**src/tphc_pkg.sv**
```systemverilog
package tphc_pkg;

  // Phase of the classifier, one-hot coded
  typedef enum logic [4:0] {
    PH_IDLE     = 5'b00001,
    PH_DEBOUNCE = 5'b00010,
    PH_MEASURE  = 5'b00100,
    PH_HOLDWAIT = 5'b01000,
    PH_STOPWAIT = 5'b10000
  } phase_e;

  // Gate commands
  localparam logic [1:0] GATE_OPEN  = 2'd0;
  localparam logic [1:0] GATE_CLOSE = 2'd1;
  localparam logic [1:0] GATE_STOP  = 2'd2;

  // Press kinds
  localparam logic [1:0] KIND_TAP     = 2'd0;
  localparam logic [1:0] KIND_HOLD    = 2'd1;
  localparam logic [1:0] KIND_RELEASE = 2'd2;

  // Configuration register indexes
  localparam logic [1:0] REG_DEBOUNCE = 2'd0;
  localparam logic [1:0] REG_TAP      = 2'd1;
  localparam logic [1:0] REG_LIMIT    = 2'd2;

  // Configuration reset values
  localparam logic [15:0] DEBOUNCE_RST = 16'd20;
  localparam logic [15:0] TAP_RST      = 16'd300;
  localparam logic [15:0] LIMIT_RST    = 16'd400;

  localparam int unsigned CFG_W   = 16;
  localparam int unsigned FLAGS_W = 4;

  // Security flags are bit 2 (open) and bit 3 (close)
  localparam logic [FLAGS_W-1:0] FLAG_SEC_MASK = 4'b1100;
  localparam logic [CFG_W-1:0]   TIMER_MAX     = 16'hFFFF;

  // Result of one tick
  typedef struct packed {
    logic       valid;
    logic       source_panel;
    logic [1:0] command;
    logic [1:0] press_kind;
  } result_t;

  // Decoded tick item
  typedef struct packed {
    logic [FLAGS_W-1:0] notify_flags;
    logic               drv_open_pressed;
    logic               drv_close_pressed;
    logic               sec_open_pressed;
    logic               sec_close_pressed;
  } tick_t;

endpackage

```
**src/two_panel_tap_hold_classifier_top.sv**
```systemverilog
// Two-panel tap/hold classifier.
// Output: a result caused by a tick appears on the master side in the cycle after
// the tick transaction, held in the output register until taken.
// Throughput: one tick per cycle unless a held result stalls; the output register
// lets a new tick in while the previous result is taken in the same cycle.
// Reset: asynchronous, active low; clears phase, flags, timer and output valid,
// and loads the configuration registers with 20, 300 and 400 ticks.
module two_panel_tap_hold_classifier_top (
  input  logic        clk_i,
  input  logic        rst_ni,
  input  logic        cfg_we_i,
  input  logic [1:0]  cfg_idx_i,
  input  logic [15:0] cfg_data_i,
  input  logic        s_axis_tvalid,
  output logic        s_axis_tready,
  // [3:0] notify_flags, [4] drv_open_pressed, [5] drv_close_pressed,
  // [6] sec_open_pressed, [7] sec_close_pressed
  input  logic [7:0]  s_axis_tdata,
  output logic        m_axis_tvalid,
  input  logic        m_axis_tready,
  // [0] source_panel, [2:1] command, [4:3] press_kind, [7:5] zero
  output logic [7:0]  m_axis_tdata
);
  import tphc_pkg::*;

  tick_t      tick;
  result_t    res;
  logic       accept;
  logic       out_valid_q, out_valid_d;
  logic [4:0] out_data_q;

  assign s_axis_tready = !out_valid_q || m_axis_tready;
  assign accept        = s_axis_tvalid && s_axis_tready;

  assign tick.notify_flags      = s_axis_tdata[3:0];
  assign tick.drv_open_pressed  = s_axis_tdata[4];
  assign tick.drv_close_pressed = s_axis_tdata[5];
  assign tick.sec_open_pressed  = s_axis_tdata[6];
  assign tick.sec_close_pressed = s_axis_tdata[7];

  tphc_core u_core (
    .clk_i         (clk_i),
    .rst_ni        (rst_ni),
    .cfg_we_i      (cfg_we_i),
    .cfg_idx_i     (cfg_idx_i),
    .cfg_data_i    (cfg_data_i),
    .tick_accept_i (accept),
    .tick_i        (tick),
    .result_o      (res)
  );

  // Load a new result or drop the one taken
  assign out_valid_d = accept ? res.valid : (out_valid_q && !m_axis_tready);

  always_ff @(posedge clk_i or negedge rst_ni) begin
    if (!rst_ni) begin
      out_valid_q <= 1'b0;
    end else begin
      out_valid_q <= out_valid_d;
    end
  end

  always_ff @(posedge clk_i) begin
    if (accept && res.valid) begin
      out_data_q <= {res.press_kind, res.command, res.source_panel};
    end
  end

  assign m_axis_tvalid = out_valid_q;
  assign m_axis_tdata  = {3'b000, out_data_q};

endmodule

```
**src/tphc_core.sv**
```systemverilog
module tphc_core (
  input  logic                  clk_i,
  input  logic                  rst_ni,
  input  logic                  cfg_we_i,
  input  logic [1:0]            cfg_idx_i,
  input  logic [15:0]           cfg_data_i,
  input  logic                  tick_accept_i,
  input  tphc_pkg::tick_t       tick_i,
  output tphc_pkg::result_t     result_o
);
  import tphc_pkg::*;

  logic [CFG_W-1:0]   debounce_q, tap_q, limit_q;
  phase_e             phase_q, phase_d;
  logic [FLAGS_W-1:0] pending_q, pending_d, pending_or;
  logic [CFG_W-1:0]   timer_q, timer_d, timer_inc;
  logic               panel_q, panel_d;
  logic [1:0]         held_cmd_q, held_cmd_d;
  logic               open_lv, close_lv, held_lv;
  result_t            res;

  // Configuration registers
  always_ff @(posedge clk_i or negedge rst_ni) begin
    if (!rst_ni) begin
      debounce_q <= DEBOUNCE_RST;
      tap_q      <= TAP_RST;
      limit_q    <= LIMIT_RST;
    end else if (cfg_we_i) begin
      case (cfg_idx_i)
        REG_DEBOUNCE: debounce_q <= cfg_data_i;
        REG_TAP:      tap_q      <= cfg_data_i;
        REG_LIMIT:    limit_q    <= cfg_data_i;
        default:      ;
      endcase
    end
  end

  // Select the levels of the served panel
  assign open_lv    = panel_q ? tick_i.sec_open_pressed  : tick_i.drv_open_pressed;
  assign close_lv   = panel_q ? tick_i.sec_close_pressed : tick_i.drv_close_pressed;
  assign held_lv    = (held_cmd_q == GATE_CLOSE) ? close_lv : open_lv;
  assign pending_or = pending_q | tick_i.notify_flags;
  assign timer_inc  = (timer_q != TIMER_MAX) ? timer_q + 16'd1 : timer_q;

  // Advance the phase for one tick
  always_comb begin
    phase_d    = phase_q;
    pending_d  = pending_or;
    timer_d    = timer_q;
    panel_d    = panel_q;
    held_cmd_d = held_cmd_q;
    res        = '0;
    res.source_panel = panel_q;
    case (phase_q)
      PH_DEBOUNCE: begin
        timer_d = timer_inc;
        if (timer_inc >= debounce_q) begin
          if (open_lv && close_lv) begin
            phase_d        = PH_STOPWAIT;
            res.valid      = 1'b1;
            res.command    = GATE_STOP;
            res.press_kind = KIND_HOLD;
          end else if (open_lv || close_lv) begin
            held_cmd_d = open_lv ? GATE_OPEN : GATE_CLOSE;
            timer_d    = '0;
            phase_d    = PH_MEASURE;
          end else begin
            phase_d = PH_IDLE;
          end
        end
      end
      PH_MEASURE: begin
        timer_d = timer_inc;
        if (!held_lv || timer_inc >= limit_q) begin
          res.valid   = 1'b1;
          res.command = held_cmd_q;
          if (timer_inc >= tap_q) begin
            phase_d        = PH_HOLDWAIT;
            res.press_kind = KIND_HOLD;
          end else begin
            phase_d        = PH_IDLE;
            res.press_kind = KIND_TAP;
          end
        end
      end
      PH_HOLDWAIT: begin
        if (!held_lv) begin
          phase_d        = PH_IDLE;
          res.valid      = 1'b1;
          res.command    = held_cmd_q;
          res.press_kind = KIND_RELEASE;
        end
      end
      PH_STOPWAIT: begin
        if (!open_lv && !close_lv) phase_d = PH_IDLE;
      end
      default: begin
        // Idle: start a notification when flags are pending
        phase_d = PH_IDLE;
        if (pending_or != '0) begin
          panel_d   = (pending_or & FLAG_SEC_MASK) != '0;
          pending_d = '0;
          timer_d   = '0;
          phase_d   = PH_DEBOUNCE;
        end
      end
    endcase
  end

  // Update state on each accepted tick
  always_ff @(posedge clk_i or negedge rst_ni) begin
    if (!rst_ni) begin
      phase_q    <= PH_IDLE;
      pending_q  <= '0;
      timer_q    <= '0;
      panel_q    <= 1'b0;
      held_cmd_q <= GATE_OPEN;
    end else if (tick_accept_i) begin
      phase_q    <= phase_d;
      pending_q  <= pending_d;
      timer_q    <= timer_d;
      panel_q    <= panel_d;
      held_cmd_q <= held_cmd_d;
    end
  end

  assign result_o = res;

endmodule

```
**config.mk**
```make
export PLATFORM = sky130hd
export DESIGN_NAME = two_panel_tap_hold_classifier_top
export DESIGN_NICKNAME = d
export VERILOG_FILES = /design/src/tphc_pkg.sv /design/src/two_panel_tap_hold_classifier_top.sv /design/src/tphc_core.sv
export SDC_FILE = /design/constraint.sdc
export NUM_CORES = 1
export LEC_CHECK = 0
export ABC_AREA = 1
export BUFFER_PORTS_ARGS = -buffer_cell sky130_fd_sc_hd__buf_2
export CAP_MARGIN = 20
export CORE_MARGIN = 2
export CORE_UTILIZATION = 30
export CTS_BUF_LIST = sky130_fd_sc_hd__clkbuf_2 sky130_fd_sc_hd__clkbuf_4 sky130_fd_sc_hd__clkbuf_8
export DETAILED_ROUTE_END_ITERATION = 6
export RECOVER_POWER = 100
export SLEW_MARGIN = 10
export SYNTH_ARGS = -nofsm -noshare
export SYNTH_HDL_FRONTEND = slang
export SYNTH_SLANG_ARGS = --single-unit
export TNS_END_PERCENT = 50
```
**constraint.sdc**
```tcl
create_clock -name clk_i -period 3.7 [get_ports clk_i]
set_input_delay 0.37 -clock clk_i [delete_from_list [all_inputs] [get_ports clk_i]]
set_output_delay 0.37 -clock clk_i [all_outputs]
set_load 0.02 [all_outputs]
```
After elaboration in Yosys (flattened, before gate mapping)
Index checks and enable logic that the tools add are counted.
Widths: inputs -> output; s select.
- flip-flop bits (word level): 82
- input port bits: 31
- output and inout port bits: 10
- word-level logic and storage cells: 89
- add/sub/neg operators: 1
- $lt $le $gt $ge: 3
- eq/ne operators: 12
- muxes and demuxes: 33
- bitwise operators: 4
- reduce and logical (&&, ||, !) cells: 26
- operator list (operator ; number):
    $mux 16 ; 5
    $ge 16x16->1 ; 3
    $pmux 16 s3 ; 1
    $mux 4 ; 7
    $mux 5 ; 5
    $pmux 5 s4 ; 1
    $add 16x1->16 const B ; 1
    $ne 16x16->1 const B ; 1
    $pmux 4 s3 ; 1
    $mux 1 ; 10
    $reduce_and 5->1 ; 2
    $reduce_bool 4->1 ; 2
    $ne 2x1->1 const B ; 3
    $reduce_and 2->1 ; 3
    $reduce_and 3->1 ; 2
    $eq 5x2->1 const B ; 1
    $eq 5x3->1 const B ; 1
    $eq 5x4->1 const B ; 1
    $eq 5x5->1 const B ; 1
    $logic_and 1x1->1 ; 5
    $logic_not 1->1 ; 5
    $eq 2x1->1 const B ; 2
    $or 4x4->4 ; 1
    $reduce_or 4->1 ; 1
    10 further kinds ; 14

Depth between registers and ports, before layout
Gate-level depths: netlist of run 1.
- depth in word-level cells: 7
- mapped depth: 21
- depth with buffers taken out: 21

Modules after synthesis
Synthesis of run 1 repeated with hierarchy kept, for this count alone.
- cell total of the unflattened synthesis: 724
- area, all modules: 5392.7 µm²
- modules (own cells, without submodules) (module ; times used ; cells each ; area an instance (µm²) ; seq. area each (µm²)):
    tphc_core ; 1 ; 706 ; 5152.4 ; 1889.3
    two_panel_tap_hold_classifier_top ; 1 ; 18 ; 240.2 ; 175.2

Worst setup path after synthesis of run 1
OpenSTA, ideal clock, no wires.
- path kind: register to register
- from: reg u_core.timer_q[1]
- to: reg out_data_q[0], enable pin
- setup time: 257 ps
- arrival time: 2430 ps
- data required time: 3443 ps
- slack: 1013 ps
- stages on the path, launching flop included: 21
- path buffers: 0
- clock period less this slack: 2687 ps
- path through: dfrtp_1 > ha_1 > nand2_1 > nand3b_4 > nor2_4 > nand4_2 > nand2_1 > xnor2_1 > ha_1 > nand2_1 > inv_1 > nand2_1 > nand2_1 > nand2_1 > nand2_1 > nor2_1 > nand2_1 > a21oi_1 > nand2_1 > nand2_1 > inv_1
- word-level cells in the longest chain between the ends: 7
- elaborated cells between the ends (all ways): 10
- those cells by class: add/sub (1); order compare (2); eq/ne (1); mux (4); reduce/logical (2)
- RTL lines (element ; line ; text):
    from (decl) ; tphc_core.sv:16 ; logic [CFG_W-1:0] timer_q, timer_d, timer_inc;
    from (signal assigned) ; tphc_core.sv:121 ; timer_q <= timer_d;
    $add 16x1->16 / $ne 16x16->1 (equally long branches) ; tphc_core.sv:43 ; assign timer_inc = (timer_q != TIMER_MAX) ? timer_q + 16'd1 : timer_q;
    $mux 16 (*) ; tphc_core.sv:43 ;
    $ge 16x16->1 ; tphc_core.sv:74 ; if (!held_lv || timer_inc >= limit_q) begin
    $logic_or 1x1->1 ; tphc_core.sv:74 ;
    $mux 1 ; tphc_core.sv:74 ;
    $pmux 1 s3 (*) ; tphc_core.sv:54 ; case (phase_q)
    $logic_and 1x1->1 (*) ; two_panel_tap_hold_classifier_top.sv:64 ; if (accept && res.valid) begin
    to (signal assigned) ; two_panel_tap_hold_classifier_top.sv:65 ; out_data_q <= {res.press_kind, res.command, res.source_panel};
    to (decl) ; two_panel_tap_hold_classifier_top.sv:30 ; logic [4:0] out_data_q;
Mark *: on every way between the ends. The rest lies on a longest branch, timed or not.
A chain may end at the register's enable or synchronous reset.

Worst setup path in the final report of run 1
- from: reg u_core.timer_q[1]
- to: reg out_data_q[4], enable pin
The elaborated chain is that of the path after synthesis.

==> results.cfg, run 1 <==
[floorplan]
pin_count = 41
initial_utilization = 0.3045
die_x_microns = 136.0
die_h_microns = 136.0
coreArea_sq_um = 17180
dieArea_sq_um = 18510
rows = 48

[worst_hold_path]
min_path_type = input pin to register

[critical_path]
endpoint_kind = register
critPathKind = register to register
path_max_fanout = 6
worstPathArrival_ps = 3310
cp-start-kind = register
cp.required_ps = 3830

[placed_design]
place_inst = 938
gp_congestion = 0.8592
hpwl_microns = 8578
pre_cts_ws_ps = 591.2
port_buffers = 37

[power_and_ir_drop]
p_leak_nw = 3.208
powerDensity_nw_per_um2 = 447.8
ir_drop_uv = 223.9

[synthesis]
synth_ff_type = dfrtp_1
synthCells = 686
syn_avg_cell_area_sq_um = 7.624
ys_seq_area_frac = 0.3947
muxShareOfSynthArea = 0
synth-compound-area-share = 0.09450
synth_area_leaders = dfrtp_1, nand2_1, ha_1
synth_cell_types = 38
synth_area_leader_cell = dfrtp_1
synth-simple-area-share = 0.2715
synth_edf_count = 5
synthArstFlopShare = 0.9383
synth_top_area_frac = 0.3158
syn-cell-area_sq_um = 5230
synthAdderAreaFrac = 0.1220
yosysWarningCount = 0
ys_ff_latch = 81
synth_xor_area_frac = 0.01172
synth_top_family_by_area = simple AND/OR/NAND/NOR gates

[routing]
dr.pass1.iters = 4
drt-wirelength-per-cell_microns = 11.94
via_count = 4155
ant_nets = 0
drc = 0
drtIter0Drc = 216
viasPerCell = 4.342
drt_wl_total_microns = 11430

[clock_tree]
cts_root_buf = clkbuf_8
numCtsBuffers = 9
clock_latency_ps = 380
clkTransAtPathRegs_ps = 80
ctsHoldBuffers = 0
cts_max_path_buffers = 2
htree_levels = 3
clock-sinks = 81
cts_setup_buffers = 0
cts_tree = done
cts_resized = 0

[final_layout]
fillCellCount = 1877
nets = 809
most-common-layout-cells = nand2_1, inv_1, dfrtp_1
n_antenna_cell = 0
area_growth_pct = 10.48
drive_gt1_frac = 0.1038
final_cells = 957
final_common_cell = nand2_1
fin_util = 0.3364

[timing]
min_period_ps = 3182
whs_ps = 243.3
max_freq_ghz = 0.3142
worst_pin_slew_ps = 1369
finalHoldViolations = 0
skew_ps = 9.816
fin_ws_ps = 517.7
finalSetupViolCount = 0
finalSetupTns_ps = 0
period_share = 0.8601
rsz0062_at_grt = false
slew_violations = 0
slew_headroom = 0.08739

[run_status]
status = complete, no violations

[global_route]
grt_max_degree = 77
grt_overflow = 0
antenna_found_initial = 0
grt_use_total = 0.1334
grt_pass1_vias = 3928
grt_pass1_wl_microns = 19310

[run]
drv_cap = 0
-- layout make-up --
type | count | area, sq um | share of cell area
clock buffers | 13 | 166.4 | 0.02880
inverters | 124 | 465.4 | 0.08055
well taps | 225 | 281.5 | 0.04872
multi-input cells | 468 | 2574 | 0.4454
flip-flops and latches | 81 | 2064 | 0.3573
repair buffers | 43 | 211.5 | 0.03660
clock inverters | 3 | 15.01 | 0.002599
-- cells in the mapped netlist, drive strengths merged (2+ instances only) --
library cell / number
ha: 51
a21oi: 20
o31ai: 2
o21a: 2
o21ai: 59
inv: 123
dfrtp: 66
xnor2: 4
nand2: 211
a21o: 3
clkbuf: 9
nor3: 3
nand3: 38
nor2: 49
xor2: 3
dfstp: 10
edfxtp: 5
or2: 3
buf: 6
nand4: 14
-- final timing paths --
check | slack, ps | end | depth (start not counted) | start
worst max-delay path | 520 | out_data_q[4]$_DFFE_PP_ | 20 | u_core.timer_q[1]$_DFFE_PN0P_
worst min-delay path | 240 | u_core.limit_q[8]$_DFFE_PN1P_ | 3 | cfg_data_i[8]
worst max register to register | 520 | out_data_q[4]$_DFFE_PP_ | 20 | u_core.timer_q[1]$_DFFE_PN0P_
worst min register to register | 480 | u_core.pending_q[2]$_DFFE_PN0P_ | 2 | u_core.pending_q[2]$_DFFE_PN0P_
max in group asynchronous | 960 | u_core.pending_q[2]$_DFFE_PN0P_ | 3 | rst_ni
min in group asynchronous | 820 | u_core.tap_q[0]$_DFFE_PN0P_ | 2 | rst_ni
-- flip-flops by register name, summed over array words and instances (netlist names) --
signal             cells
u_core.limit_q        16
m_axis_tvalid          1
u_core.tap_q          16
u_core.timer_q        16
u_core.held_cmd_q      1
out_data_q             5
u_core.debounce_q     16
u_core.pending_q       4
u_core.panel_q         1
u_core.phase_q         5
-- worst max-delay path: stages (launching register included) --
cell and delay (ps):
dfrtp_1 410, ha_1 180, nand2_1 90, nand3b_4 190, nor2_4 150, nand4_2 160, nand2_1 100, nor2_1 40
a21oi_1 200, clkbuf_1 180, ha_1 280, a21oi_1 170, nand2_1 70, nand2_1 50, nand2_1 80, nand2_1 100
nand2_1 110, nand2_1 120, nand2_1 60, nand2_1 80, inv_1 100
-- power by group --
part | leakage, nW | switching, mW | internal (mW)
clock network | 0.100 | 0.326 | 0.292
logic | 2.10 | 0.551 | 0.280
registers | 1.00 | 0.0922 | 1.05
-- logic make-up (layout without fill, tap and decap cells) --
logic type	after synthesis	count (layout)
compound gates	88	88
simple gates	319	319
xor+xnor	7	7
buf+inv	139	183
flops	81	81
fa+ha+maj	51	51
other cells	1	3
-- routing by layer --
| metal | share of wire | vias to the layer above | GRT usage | wire length, microns |
|---|---|---|---|---|
| li1 | - | 2234 | - | - |
| met1 | 0.52 | 1859 | 0.1905 | 5981 |
| met2 | 0.43 | 49 | 0.1979 | 4869 |
| met3 | 0.031 | 13 | 0.02573 | 359 |
| met4 | 0.019 | 0 | 0.05266 | 216 |
| met5 | 0 | - | 0 | 0 |
-- per-stage QoR --
step,instance area [sq um],power (mW)
finish,5778,2.588
global route,5778,2.825
detailed placement,5647,2.004
global placement,5647,1.996
CTS,5828,2.648
floorplan,5238,1.795
Power figures use the tool's default switching activity.
==> run 2: changes to the inputs <==
- SYNTH_HIERARCHICAL: default -> 1
==> run 2 against run 1 <==
  * Largest power group unchanged
  * Via count rose by 4.9%
  * Clock-buffer cell count fell by 3
  * First-iteration DRC count fell by 5.6%
  * Combinational power rose by 13%
  * Global-route usage fell by 0.59 points
  * Clock power rose by 9.4%
  * Clock skew fell by 1.8 ps
  * Worst hold slack improved by 13 ps
  * Cell count rose by 3.8%
  * Utilization fell by 0.18 points
  * Setup slack got worse by 72 ps
  * Critical endpoint unchanged
  * Largest cell class unchanged
  * Highest routed layer unchanged
  * The flow now finishes with violations (max-capacitance violations, max-slew violations)
==> results.cfg, run 2 <==
[routing]
viasPerCell = 4.389
via_count = 4358
drt-wirelength-per-cell_microns = 11.72
drtIter0Drc = 204
dr.pass1.iters = 6
drt_wl_total_microns = 11640
drc = 0
ant_nets = 0

[synthesis]
ys_ff_latch = 81
synth_edf_count = 5
synth_area_leader_cell = dfrtp_1
yosysWarningCount = 6
synthCells = 724
synth_ff_type = dfrtp_1
synth_cell_types = 38
synth_area_leaders = dfrtp_1, nand2_1, ha_1
syn-cell-area_sq_um = 5393
synth_top_area_frac = 0.3063
ys_seq_area_frac = 0.3828
yosysMostFrequentCell = nand2_1
synthArstFlopShare = 0.9383
syn_avg_cell_area_sq_um = 7.448
synth.cells.most_frequent = nand2_1, inv_1, dfrtp_1

[placed_design]
detailed_place.area_sq_um = 5754
port_buffers = 37
hpwl_microns = 8656
gp_congestion = 0.8357

[run]
drv_cap = 1

[clock_tree]
cts_root_buf = clkbuf_8
cts_tree = done
cts_resized = 0
cts_max_path_buffers = 2
numCtsBuffers = 9
clkTransAtPathRegs_ps = 90
clock_latency_ps = 380
htree_levels = 3
clock-sinks = 81

[floorplan]
dieArea_sq_um = 19060
pin_count = 41
initial_utilization = 0.3033
die_h_microns = 138.1
rows = 49
die_x_microns = 138.1
coreArea_sq_um = 17780

[critical_path]
worst-path-stages = 21
slowest_stage = dfrtp_1
slowest_delay_ps = 480
path_max_fanout = 7
r2r_end = out_data_q[4]$_DFFE_PP_
worstPathArrival_ps = 3320
startpoint = u_core/timer_q[0]$_DFFE_PN0P_
cp_num_buf_inv = 2
endpoint_kind = register
reg2reg_from = u_core/timer_q[0]$_DFFE_PN0P_
crit_chain = ha_1 -> nand2_2 -> nor2_4 -> nand3_1 -> nor2_2 -> nand2_1 -> nand2_1 -> nand2_1 -> inv_1 -> ha_1 -> nand2_1 -> nor2_1 -> and2_1 -> nor2_1 -> nand2_1 -> nand2_1 -> nand2_2 -> nand2_1 -> nand2_1 -> inv_1 -> nor2_2
r2r_cells = 21
crit_end = out_data_q[4]$_DFFE_PP_
cp_common_cell = nand2_1
critPathKind = register to register
path_delay_family = simple AND/OR/NAND/NOR gates
r2r_slack_ps = 450
cp.required_ps = 3770
cp-start-kind = register

[final_layout]
area_growth_pct = 10.32
final_common_cell = nand2_1
n_antenna_cell = 0
fin_util = 0.3346
drive_gt1_frac = 0.1191
fillCellCount = 1939
nets = 842
most-common-layout-cells = nand2_1, inv_1, o21ai_0
fin_area_sq_um = 5949

[timing]
slew_headroom = -0.1790
period_share = 0.8796
min_period_ps = 3255
whs_ps = 256.0
slew_violations = 34
rsz0062_at_grt = false
worst_pin_slew_ps = 1769
finalHoldViolations = 0
skew_ps = 8.028
max_freq_ghz = 0.3072
finalSetupTns_ps = 0
finalSetupViolCount = 0

[run_status]
status = complete, but fails checks
failed_checks = max-capacitance violations, max-slew violations

[global_route]
grt_pass1_vias = 4246
grt_max_degree = 77
antenna_found_initial = 0
grt_overflow = 0
grt_pass1_wl_microns = 20220
grt_use_total = 0.1275

[worst_hold_path]
min_path_type = input pin to register

[power_and_ir_drop]
ir_drop_uv = 197.8
powerDensity_nw_per_um2 = 467.5
p_leak_nw = 3.264
[run 2: cell count changes in the layout (fill, tap and decap cells not counted), sizes merged, moves of 3 or more]
cell,before,now
a21oi,20,31
xnor2,4,0
nor2,49,64
clkbuf,25,20
inv,123,142
o21ai,59,75
nand2,211,200
a21o,3,0
[run 2: timing repair]
action                    in CTS  in global routing
hold buffers                   0                  1
buffers inserted               0                  0
hold endpoints to repair       0                 29
[run 2: logic make-up (layout without fill, tap and decap cells)]
| family | after synthesis | in the layout | synth area share |
|---|---|---|---|
| compound gates | 109 | 109 | 0.1060 |
| xor+xnor | 1 | 1 | 0.001624 |
| fa+ha+maj | 52 | 52 | 0.1206 |
| buf+inv | 159 | 197 | 0.1209 |
| flops | 81 | 81 | 0.3828 |
| other cells | 1 | 3 | 0.0006954 |
| simple gates | 321 | 321 | 0.2673 |
[run 2: worst reg2reg max path, stage by stage (launching register included)]
cell     delay (ps)
dfrtp_1         480
ha_1            210
nand2_2          90
nor2_4          170
nand3_1         230
nor2_2          150
nand2_1         110
nand2_1          80
nand2_1          60
inv_1           140
ha_1            150
nand2_1          70
nor2_1          120
and2_1          130
nor2_1           40
nand2_1          80
nand2_1          90
nand2_2         110
nand2_1         100
nand2_1          80
inv_1            50
nor2_2          210
[run 2: layout make-up]
class | count | area [sq um] | area share
clock buffers | 10 | 131.4 | 0.02208
clock inverters | 6 | 67.56 | 0.01136
inverters | 141 | 531.8 | 0.08938
multi-input cells | 486 | 2674 | 0.4494
flip-flops and latches | 81 | 2064 | 0.3470
well taps | 229 | 286.5 | 0.04816
repair buffers | 40 | 193.9 | 0.03260
[run 2: worst min-delay path by stage]
| stage | from | endpoint | slack [ps] | depth (start not counted) |
|---|---|---|---|---|
| 6_report | cfg_data_i[4] | u_core/limit_q[4]$_DFFE_PN1P_ | 260 | 3 |
| 5_1_grt | cfg_data_i[7] | u_core/limit_q[7]$_DFFE_PN1P_ | 250 | 3 |
| 4_1_cts | rst_ni | u_core/debounce_q[13]$_DFFE_PN0P_ | 180 | 1 |
| 3_5_place_dp | u_core/debounce_q[5]$_DFFE_PN0P_ | u_core/debounce_q[5]$_DFFE_PN0P_ | 470 | 2 |
| 3_3_place_gp | u_core/debounce_q[5]$_DFFE_PN0P_ | u_core/debounce_q[5]$_DFFE_PN0P_ | 470 | 2 |
| 2_1_floorplan | rst_ni | m_axis_tvalid$_DFF_PN0_ | 70 | 0 |
[run 2: where the power goes]
| group | switching [mW] | total, mW | internal [mW] |
|---|---|---|---|
| sequential | 0.103 | 1.16 | 1.06 |
| combinational | 0.625 | 0.943 | 0.318 |
| clock | 0.354 | 0.676 | 0.322 |
[run 2: stage by stage]
step	std cells	power, mW	worst slack (ps)
after floorplan	726	1.928	878.1
after global placement	974	2.127	582.1
after detailed placement	974	2.134	535.0
after CTS	990	2.825	509.4
after global routing	993	3.029	108.6
final	993	2.781	445.3
[run 2: per-layer routing]
layer  GRT usage  vias up  wire [microns]
met1      0.1782     1928            5980
met2      0.1975       78            5062
met4     0.04511        0             206
met5           0        -               0
met3     0.02494       15             391
li1            -     2337               -
==> run 3: changes to the inputs <==
- clock period: 3.7 -> 3.02 ns (I/O delays scaled with it)
==> run 3 against run 2 <==
  * The run now ends clean
  * Worst hold slack worse by 92 ps
  * Global-route usage barely moved
  * Register-to-register slack lost 340 ps
  * Sequential share of layout area decreased by 2.0 points
  * Fmax is 12% higher
  * Die area is the same
  * First-iteration DRC count is 21% higher
  * Clock power is 23% higher
  * Cell count up 2.2%
  * Critical endpoint is now out_data_q[2]$_DFFE_PP_
==> results.cfg, run 3 (synthesis gave the netlist of run 2 again) <==
[run_status]
status = complete, no violations

[routing]
viasPerCell = 4.356
via_count = 4421
drc = 0
dr.pass1.iters = 4
ant_nets = 0
drtIter0Drc = 247
drt-wirelength-per-cell_microns = 11.84
drt_wl_total_microns = 12020

[power_and_ir_drop]
ir_drop_uv = 251.2
p_switching_mw = 1.385
p_clk_frac = 0.237
p_comb_frac = 0.362
p_leak_nw = 3.416
swShare = 0.3941
powerDensity_nw_per_um2 = 556.0
p_seq_frac = 0.401
power.internal_mw = 2.129

[clock_tree]
numCtsBuffers = 9
clock_latency_ps = 390
clkTransAtPathRegs_ps = 90
htree_levels = 3
cts_max_path_buffers = 2
cts_root_buf = clkbuf_8
clock-sinks = 81
cts_tree = done

[final_layout]
fillCellCount = 1887
final_common_cell = nand2_1
most-common-layout-cells = nand2_1, inv_1, dfrtp_1
seqCellArea_sq_um = 2064
multi_input_area_sq_um = 2851
area_growth_pct = 17.19
drive_gt1_frac = 0.1794
nets = 864
final_cells = 1015
n_antenna_cell = 0

[timing]
finalHoldViolations = 0
finalSetupTns_ps = 0
min_period_ps = 2916
worst_pin_slew_ps = 1464
rsz0062_at_grt = true
finalSetupViolCount = 0
max_freq_ghz = 0.3429
period_share = 0.9656
skew_ps = 12.88
slew_headroom = 0.02384
slew_violations = 0

[floorplan]
rows = 49
initial_utilization = 0.3033
die_h_microns = 138.1
die_x_microns = 138.1
pin_count = 41
dieArea_sq_um = 19060
coreArea_sq_um = 17780

[critical_path]
cp-start-kind = register
crit_chain = ha_2 -> nand2_4 -> nor2_4 -> nand2_4 -> nor2_8 -> inv_4 -> nand2_1 -> o21ai_4 -> inv_2 -> ha_1 -> nand2_1 -> nor2_1 -> nor2_1 -> nand2_1 -> nand2_1 -> nand2_2 -> nand2_2 -> nand2_2 -> a21oi_2 -> nand2_1 -> inv_2 -> nor2_4
cp_common_cell = nand2_1
endpoint_kind = register
path_max_fanout = 7
path_delay_family = simple AND/OR/NAND/NOR gates
critPathKind = register to register
cp.required_ps = 3170
reg2reg_from = u_core/timer_q[1]$_DFFE_PN0P_
worstPathArrival_ps = 3070
cp_num_buf_inv = 3
slowest_delay_ps = 360
slowest_stage = dfrtp_1
startpoint = u_core/timer_q[1]$_DFFE_PN0P_

[global_route]
grt_use_total = 0.1278
grt_overflow = 0
grt_pass1_vias = 4271
grt_max_degree = 77
grt_pass1_wl_microns = 20090
antenna_found_initial = 0

[worst_hold_path]
min-delay-start = s_axis_tvalid
min_path_type = input pin to register

[placed_design]
gp_congestion = 0.8366
place_inst = 986
port_buffers = 37
hpwl_microns = 8746

[run]
drv_cap = 0
-- run 3: worst paths after layout --
| check | endpoint | slack (ps) | cells after the start |
|---|---|---|---|
| setup / recovery | out_data_q[2]$_DFFE_PP_ | 100 | 22 |
| hold / removal | m_axis_tvalid$_DFF_PN0_ | 160 | 3 |
| setup reg to reg | out_data_q[2]$_DFFE_PP_ | 100 | 22 |
| hold reg to reg | u_core/debounce_q[6]$_DFFE_PN0P_ | 490 | 2 |
| max in group asynchronous | u_core/limit_q[2]$_DFFE_PN0P_ | 690 | 3 |
| min in group asynchronous | u_core/timer_q[14]$_DFFE_PN0P_ | 800 | 2 |
-- run 3: area by class of cell --
cell class              instances  share of cell area
multi-input cells             486              0.4512
flip-flops and latches         81              0.3267
inverters                     141             0.08414
repair buffers                 62             0.06078
well taps                     229             0.04534
clock buffers                   9             0.01960
clock inverters                 7             0.01227
-- run 3: power groups by stage --
stage                     combinational (mW)  sequential (mW)  clock, mW
final                                   1.27             1.41      0.833
after global routing                    1.48             1.44      0.904
after floorplan                        0.940             1.42          0
after global placement                  1.21             1.43          0
after CTS                               1.22             1.41      0.870
after detailed placement                1.21             1.43          0
-- run 3: metal layers --
layer | wire, microns | global-route usage | up-vias
met5 | 0 | 0 | -
met4 | 164 | 0.04995 | 0
met3 | 298 | 0.02286 | 8
met2 | 5357 | 0.1983 | 49
met1 | 6199 | 0.1777 | 1986
li1 | - | - | 2378
-- run 3: per-stage QoR --
step,total power [mW],hold slack [ps],setup WS (ps),area (sq um),util
after detailed placement,2.644,472.7,16.12,5857,0.3294
after CTS,3.502,107.1,1.752,6058,0.3407
final,3.514,164.0,103.9,6320,0.3555
after global placement,2.635,465.7,49.16,5857,0.3294
after floorplan,2.362,6.409,198.1,5400,-
after global routing,3.821,156.4,-113.8,6320,0.3555
-- run 3: worst reg2reg max path: stages (launching register included) --
cell and delay, ps:
dfrtp_1 360, ha_2 200, nand2_4 70, nor2_4 250
nand2_4 110, nor2_8 160, inv_4 70, nand2_1 110
o21ai_4 70, inv_2 90, ha_1 240, nand2_1 70
nor2_1 40, nor2_1 100, nand2_1 70, nand2_1 80
nand2_2 60, nand2_2 80, nand2_2 70, a21oi_2 170
nand2_1 80, inv_2 80, nor2_4 50
-- run 3: repair_timing --
action | in CTS | in global routing
endpoints found under the setup margin | 0 | 30
resized for setup | 0 | 43
setup buffers | 0 | 11
endpoints found under the hold margin | 0 | 24
hold buffers | 0 | 1
